[src/hw/rtl/sstf_pkg.sv]
// Shared types and constants for the SSTF disk scheduler.
package sstf_pkg;

  localparam int STATUS_W = 2;
  localparam int POS_W    = 16;
  localparam int TOTAL_W  = 22;
  localparam int SUM_W    = 23;

  localparam logic [SUM_W-1:0]   SUM_MAX   = '1;
  localparam logic [TOTAL_W-1:0] TOTAL_MAX = '1;

  localparam logic OP_APPEND = 1'b0;
  localparam logic OP_START  = 1'b1;

  localparam logic [STATUS_W-1:0] ST_SERVED = 2'd0;
  localparam logic [STATUS_W-1:0] ST_FULL   = 2'd1;
  localparam logic [STATUS_W-1:0] ST_EMPTY  = 2'd2;

  typedef struct packed {
    logic shift;
    logic clear;
  } cell_ctl_t;

endpackage

[src/hw/rtl/sstf_cell.sv]
// One queue cell: holds a request track and its pending flag, shifts toward the head.
module sstf_cell #(
  parameter int TRACK_BITS = 16
) (
  input  logic                  clk,
  input  logic                  rst_n,
  input  sstf_pkg::cell_ctl_t   ctl,
  input  logic [TRACK_BITS-1:0] d_track,
  input  logic                  d_pend,
  output logic [TRACK_BITS-1:0] q_track,
  output logic                  q_pend
);
  import sstf_pkg::*;

  logic [TRACK_BITS-1:0] track_r;
  logic                  pend_r;

  always_ff @(posedge clk) begin
    if (ctl.shift) begin
      track_r <= d_track;
    end
  end

  always_ff @(posedge clk) begin
    if (!rst_n || ctl.clear) begin
      pend_r <= 1'b0;
    end else if (ctl.shift) begin
      pend_r <= d_pend;
    end
  end

  assign q_track = track_r;
  assign q_pend  = pend_r;

endmodule

[src/hw/rtl/sstf_disk_scheduler.sv]
// Top level: SSTF scheduler built as a rotating ring of request cells.
//
//  channel  direction  ports
//  in       sink       in_valid, in_ready, in_opcode, in_position
//  out      source     out_valid, out_ready, out_status, out_served_track,
//                      out_seek_distance, out_total_movement, out_is_last
//
// An append gives no word unless the queue is full.
// Each served request costs one full rotation of the ring (cell 0 is
// compared against the best so far at each step), then an emit.
// Reset clears all pending flags and control state.
// A stalled output word holds the ring; new items wait until the run ends.
module sstf_disk_scheduler #(
  parameter int MAX_REQUESTS = 64,
  parameter int TRACK_BITS   = 16
) (
  input  logic                            clk,
  input  logic                            rst_n,
  input  logic                            in_valid,
  output logic                            in_ready,
  input  logic                            in_opcode,
  input  logic [sstf_pkg::POS_W-1:0]      in_position,
  output logic                            out_valid,
  input  logic                            out_ready,
  output logic [sstf_pkg::STATUS_W-1:0]   out_status,
  output logic [sstf_pkg::POS_W-1:0]      out_served_track,
  output logic [sstf_pkg::POS_W-1:0]      out_seek_distance,
  output logic [sstf_pkg::TOTAL_W-1:0]    out_total_movement,
  output logic                            out_is_last
);
  import sstf_pkg::*;

  localparam int N  = MAX_REQUESTS;
  localparam int KW = (N > 1) ? $clog2(N) : 1;
  localparam int CW = $clog2(N + 1);
  localparam int AW = ((TRACK_BITS > SUM_W) ? TRACK_BITS : SUM_W) + 1;

  typedef enum logic [1:0] {S_IDLE, S_SCAN, S_EMIT} state_t;

  state_t                state_r;
  logic [KW-1:0]         k_r;
  logic [CW-1:0]         cnt_r;
  logic [CW-1:0]         steps_r;
  logic [TRACK_BITS-1:0] head_r;
  logic [SUM_W-1:0]      sum_r;
  logic                  found_r;
  logic [TRACK_BITS-1:0] bt_r;
  logic [TRACK_BITS-1:0] bd_r;
  logic [KW-1:0]         bk_r;
  logic                  clr_v_r;
  logic [KW-1:0]         clr_k_r;

  logic                  out_valid_r;
  logic [STATUS_W-1:0]   out_status_r;
  logic [POS_W-1:0]      out_track_r;
  logic [POS_W-1:0]      out_dist_r;
  logic [TOTAL_W-1:0]    out_total_r;
  logic                  out_last_r;

  logic [TRACK_BITS-1:0] trk [N];
  logic                  pnd [N];
  cell_ctl_t             ctl;

  logic                  slot_free;
  logic                  acc;
  logic                  app;
  logic [TRACK_BITS-1:0] pos_m;
  logic [TRACK_BITS-1:0] c0_t;
  logic [TRACK_BITS-1:0] c0_dist;
  logic                  drop;
  logic                  better;
  logic [TRACK_BITS-1:0] tail_t;
  logic                  tail_p;
  logic [AW-1:0]         sum_wide;
  logic [SUM_W-1:0]      sum_nxt;
  logic [TOTAL_W-1:0]    total_nxt;
  logic                  run_last;
  logic                  emit_go;
  logic                  out_load;

  assign slot_free = !out_valid_r || out_ready;
  assign in_ready  = (state_r == S_IDLE) && slot_free;
  assign acc       = in_valid && in_ready;
  assign app       = acc && (in_opcode == OP_APPEND) && (cnt_r != CW'(N));
  assign pos_m     = TRACK_BITS'(in_position);

  assign c0_t    = trk[0];
  assign c0_dist = (c0_t >= head_r) ? (c0_t - head_r) : (head_r - c0_t);
  assign drop    = (state_r == S_SCAN) && clr_v_r && (k_r == clr_k_r);
  assign better  = pnd[0] && !drop &&
                   (!found_r || (c0_dist < bd_r) || ((c0_dist == bd_r) && (c0_t < bt_r)));

  assign tail_t = app ? pos_m : trk[0];
  assign tail_p = app ? 1'b1 : (pnd[0] && !drop);

  assign sum_wide  = AW'(sum_r) + AW'(bd_r);
  assign sum_nxt   = (sum_wide > AW'(SUM_MAX)) ? SUM_MAX : SUM_W'(sum_wide);
  assign total_nxt = (sum_nxt > SUM_W'(TOTAL_MAX)) ? TOTAL_MAX : TOTAL_W'(sum_nxt);
  assign run_last  = ((steps_r + CW'(1)) == cnt_r);
  assign emit_go   = (state_r == S_EMIT) && slot_free;
  assign out_load  = emit_go ||
                     (acc && ((in_opcode == OP_APPEND) ? (cnt_r == CW'(N)) : (cnt_r == '0)));

  assign ctl.shift = app || (state_r == S_SCAN);
  assign ctl.clear = emit_go && run_last;

  for (genvar i = 0; i < N; i++) begin : g_cell
    logic [TRACK_BITS-1:0] d_t;
    logic                  d_p;
    if (i == N - 1) begin : g_tail
      assign d_t = tail_t;
      assign d_p = tail_p;
    end else begin : g_mid
      assign d_t = trk[i+1];
      assign d_p = pnd[i+1];
    end
    sstf_cell #(
      .TRACK_BITS(TRACK_BITS)
    ) u_cell (
      .clk     (clk),
      .rst_n   (rst_n),
      .ctl     (ctl),
      .d_track (d_t),
      .d_pend  (d_p),
      .q_track (trk[i]),
      .q_pend  (pnd[i])
    );
  end

  always_ff @(posedge clk) begin
    if (!rst_n) begin
      state_r     <= S_IDLE;
      k_r         <= '0;
      cnt_r       <= '0;
      steps_r     <= '0;
      head_r      <= '0;
      sum_r       <= '0;
      found_r     <= 1'b0;
      clr_v_r     <= 1'b0;
      out_valid_r <= 1'b0;
    end else begin
      if (out_valid_r && out_ready && !out_load) begin
        out_valid_r <= 1'b0;
      end
      case (state_r)
        S_IDLE: begin
          if (acc) begin
            if (in_opcode == OP_APPEND) begin
              if (cnt_r == CW'(N)) begin
                out_valid_r  <= 1'b1;
                out_status_r <= ST_FULL;
                out_track_r  <= '0;
                out_dist_r   <= '0;
                out_total_r  <= '0;
                out_last_r   <= 1'b1;
              end else begin
                cnt_r <= cnt_r + CW'(1);
              end
            end else begin
              head_r <= pos_m;
              sum_r  <= '0;
              if (cnt_r == '0) begin
                out_valid_r  <= 1'b1;
                out_status_r <= ST_EMPTY;
                out_track_r  <= '0;
                out_dist_r   <= '0;
                out_total_r  <= '0;
                out_last_r   <= 1'b1;
              end else begin
                state_r <= S_SCAN;
                k_r     <= '0;
                steps_r <= '0;
                found_r <= 1'b0;
                clr_v_r <= 1'b0;
              end
            end
          end
        end
        S_SCAN: begin
          if (better) begin
            found_r <= 1'b1;
            bt_r    <= c0_t;
            bd_r    <= c0_dist;
            bk_r    <= k_r;
          end
          if (k_r == KW'(N - 1)) begin
            k_r     <= '0;
            state_r <= S_EMIT;
          end else begin
            k_r <= k_r + KW'(1);
          end
        end
        S_EMIT: begin
          if (slot_free) begin
            out_valid_r  <= 1'b1;
            out_status_r <= ST_SERVED;
            out_track_r  <= POS_W'(bt_r);
            out_dist_r   <= POS_W'(bd_r);
            out_total_r  <= total_nxt;
            out_last_r   <= run_last;
            head_r       <= bt_r;
            sum_r        <= sum_nxt;
            clr_v_r      <= 1'b1;
            clr_k_r      <= bk_r;
            found_r      <= 1'b0;
            steps_r      <= steps_r + CW'(1);
            if (run_last) begin
              cnt_r   <= '0;
              state_r <= S_IDLE;
            end else begin
              state_r <= S_SCAN;
            end
          end
        end
        default: begin
          state_r <= S_IDLE;
        end
      endcase
    end
  end

  assign out_valid          = out_valid_r;
  assign out_status         = out_status_r;
  assign out_served_track   = out_track_r;
  assign out_seek_distance  = out_dist_r;
  assign out_total_movement = out_total_r;
  assign out_is_last        = out_last_r;

`ifndef SYNTHESIS
  a_ready_idle: assert property (@(posedge clk) disable iff (!rst_n)
    (state_r != S_IDLE) |-> !in_ready)
    else $error("input ready outside idle");

  a_run_end: assert property (@(posedge clk) disable iff (!rst_n)
    (emit_go && run_last) |=> ((state_r == S_IDLE) && (cnt_r == '0) && !pnd[0]))
    else $error("queue not cleared after last served word");

  a_scan_count: assert property (@(posedge clk) disable iff (!rst_n)
    (k_r != '0) |-> (state_r == S_SCAN))
    else $error("rotation counter moving outside scan");

  a_emit_found: assert property (@(posedge clk) disable iff (!rst_n)
    (state_r == S_EMIT) |-> found_r)
    else $error("emit without a selected request");
`endif

endmodule

[config.mk]
export PLATFORM = sky130hd
export DESIGN_NAME = sstf_disk_scheduler
export DESIGN_NICKNAME = d
export VERILOG_FILES = /design/src/hw/rtl/sstf_pkg.sv /design/src/hw/rtl/sstf_cell.sv /design/src/hw/rtl/sstf_disk_scheduler.sv
export SDC_FILE = /design/constraint.sdc
export NUM_CORES = 1
export LEC_CHECK = 0
export BUFFER_PORTS_ARGS = -buffer_cell sky130_fd_sc_hd__buf_4
export CAP_MARGIN = 20
export CORE_MARGIN = 2
export CORE_UTILIZATION = 35
export DETAILED_ROUTE_END_ITERATION = 6
export GPL_TIMING_DRIVEN = 1
export HOLD_SLACK_MARGIN = 0.15
export PLACE_DENSITY = 0.5
export SYNTH_ARGS = -nofsm -noshare
export SYNTH_HDL_FRONTEND = slang
export SYNTH_SLANG_ARGS = --single-unit
[constraint.sdc]
create_clock -name clk -period 44.1 [get_ports clk]
set_clock_uncertainty 0.2 [all_clocks]
set_input_delay 11.025 -clock clk [delete_from_list [all_inputs] [get_ports clk]]
set_output_delay 11.025 -clock clk [all_outputs]
set_load 0.05 [all_outputs]
==> flow_summary.toml <==
[timing]
max_freq_ghz = 0.0435
tns_ns = 0
hold_viol = 0
setup_violations = 0
slew_viol_final = 0
tightest_slew_ns = 1.06
rsz0062_at_grt = "false"
final.period_utilization = 0.521
max-slew-margin-rel = 0.292
fin_crit_ns = 22.99

[grt]
grt_pass1_wl_mm = 109
grt_pass1_vias = 19100
grt_overflow_total = 0
antenna_found_initial = 5
grt_max_degree = 192
grt_usage = 0.110

[logic_synthesis]
ys_types = 72
syn-num-nets = 2423
synth_xor_area_frac = 0.0118
synthTopCellsByCount = "edfxtp_1 (1125), nand2_1 (194), a21oi_1 (141)"
yosys.area.top_type = "edfxtp_1"
yosys.area_share.simple = 0.0433
synthFlopType = "edfxtp_1"
synthAdderAreaFrac = 0.0254
synthTopCellsByArea = "edfxtp_1 (79%), dfxtp_1 (6.0%), ha_1 (2.4%)"
synth_warnings = 0
synth-compound-area-share = 0.0515
synth_top_area_frac = 0.791
ys_ff_latch = 1253
netlist_area_um2 = 42700
syn_area_per_cell_um2 = 18.4
muxShareOfSynthArea = 0.00267
synth.most_common_cell = "edfxtp_1"
syn-instance-count = 2317
synth_edf_count = 1125
yosysSeqAreaShare = 0.851
async_flop_share = 0
synth_top_family_by_area = "compound AO/OA/AOI/OAI gates"

[routing]
drcViolationCount = 0
vias_per_cell = 4.57
wl_per_cell_um = 16.4
num_vias = 19300
first_pass_iters = 5
ant_nets = 0
wirelength_mm = 69.2
drt_iter0_markers = 1624

[cts]
cts_sinks = 1253
ctsLongestPathBuffers = 3
postCtsSetupRepairBufs = 0
htreeDepth = 4
numCtsBuffers = 132
cts.clk_slew.worst_paths_ns = 0.06
post_cts_resized = 0
cts_tree = "yes"
cts-root-buf = "clkbuf_16"
hold_buffers = 0
clock_latency_ns = 0.72

[critical_path]
worstPathMaxFanout = 5
required_ns = 32.88
cp-start-kind = "input port"
end_kind = "output pin"
critPathKind = "in2out"
cp_data_arrival_time_ns = 11.76

[placement]
place_area_um2 = 45200
io_buffer_count = 79
hpwl_mm = 38.5
dp.cells = 3975
gp_congestion = 0.789

[job]
maxCapViolCount = 0

[cells_and_area]
finalNetCount = 2595
area_growth_pct = 16.1
nFillCells = 10900
postLayoutCellArea_um2 = 49600
drive_above_1_share = 0.134
final_cells = 4221

[die]
die_x_um = 353
die_area_um2 = 125000
pin_count = 80
row_count = 128
die_h_um = 353
coreArea_um2 = 121000
start_util = 0.352

[run_status]
status = "complete, no violations"

[worst_hold_path]
hp-class = "reg2reg"

[power]
power.density_nw_per_um2 = 55.0
leakage_uw = 0.0167
ir_drop_mv = 0.0317
==> registers in the layout, indices dropped and copies added, names as in the netlist <==
register               cells
g_cell.u_cell.q_track   1024
k_r                        6
clr_v_r                    1
out_is_last                1
clr_k_r                    6
out_status                 2
out_total_movement        22
bk_r                       6
cnt_r                      7
bd_r                      16
head_r                    16
bt_r                      16
sum_r                     23
found_r                    1
state_r                    2
out_seek_distance         16
g_cell.u_cell.q_pend      64
out_served_track          16
out_valid                  1
steps_r                    7
==> cells in the final DEF (no fill, tap or decap), types with 5 or more instances in the layout <==
master and count:
o31ai_1 5, o21ai_0 60, inv_1 79, nor2b_1 14, a31oi_1 5, o211ai_1 6, o21a_1 7, a21o_1 21
edfxtp_1 1125, nor2_2 6, and2_1 8, clkbuf_16 135, clkinvlp_4 5, a211oi_1 25, nand3_1 16, dfxtp_1 128
nand4_1 16, a21oi_1 141, o21ai_1 10, mux2i_1 8, nor3_1 17, a21oi_2 21, nand2b_1 8, buf_16 5
xnor2_1 25, clkinv_2 22, nor2_1 118, buf_4 99, clkbuf_1 31, clkinv_1 21, and3_1 5, ha_1 82
xor2_1 22, bufinv_16 7, nand2_1 194, o21bai_1 6
==> cell families (layout without fill, tap and decap cells) <==
family,after synthesis,in the layout
AOI/OAI and AO/OA,348,348
muxes,11,11
buffers and inverters,147,424
adders and majority gates,85,85
and+or+nand+nor,422,422
DFF,1253,1253
xor gates and xnor gates,51,51
other,0,2
==> critical path: stages <==
cell     delay, ns
buf_4         0.11
nor2b_1       0.27
nor3_1        0.12
buf_4         0.23
==> stage by stage <==
stage               setup slack [ns]  hold WS [ns]   util  power, uW
floorplan                       1.45         0.200      -       1770
global placement               21.11         0.200  0.373       1680
detailed placement             21.13         0.205  0.373       1690
CTS                            21.13         0.209  0.407       2780
global route                   21.06         0.215  0.408       2850
finish                         21.11         0.202  0.408       2730
==> power by group <==
| group | switching [uW] | total, uW | internal (uW) | leakage, uW |
|---|---|---|---|---|
| registers | 34.0 | 1480 | 1450 | 0.0116 |
| clock network | 453 | 1070 | 614 | 0.00205 |
| logic | 131 | 180 | 48.5 | 0.00305 |
| total | 618 | 2730 | 2110 | 0.0167 |
==> routing by layer <==
layer | share of wire | routed length [um] | GRT usage
met5 | 0.00019 | 13 | 0
met4 | 0.028 | 1960 | 0.0436
met3 | 0.047 | 3250 | 0.0279
met2 | 0.43 | 29400 | 0.156
met1 | 0.50 | 34600 | 0.163
==> worst paths after layout <==
kind / slack, ns / end / startpoint / cells after the start
min reg2reg: 0.20 / g_cell[44].u_cell.q_track[3]$_DFFE_PP_ / g_cell[45].u_cell.q_track[3]$_DFFE_PP_ / 0
max: 21.11 / in_ready / out_ready / 4
max reg2reg: 36.71 / g_cell[30].u_cell.q_track[12]$_DFFE_PP_ / cnt_r[0]$_SDFFE_PN0P_ / 14
min: 0.20 / g_cell[44].u_cell.q_track[3]$_DFFE_PP_ / g_cell[45].u_cell.q_track[3]$_DFFE_PP_ / 0
==> cell type report <==
| cell class | count | area [um2] | area share |
|---|---|---|---|
| Sequential cell | 1253 | 36300 | 0.733 |
| Multi-Input combinational cell | 917 | 5800 | 0.117 |
| Clock buffer | 168 | 3520 | 0.0710 |
| Tap cell | 1625 | 2030 | 0.0410 |
| Timing Repair Buffer | 104 | 881 | 0.0178 |
| Clock inverter | 71 | 691 | 0.0139 |
| Inverter | 81 | 312 | 0.00628 |
| Antenna cell | 2 | 5.00 | 0.000101 |
Note: power is estimated with default switching activity, not from simulation.
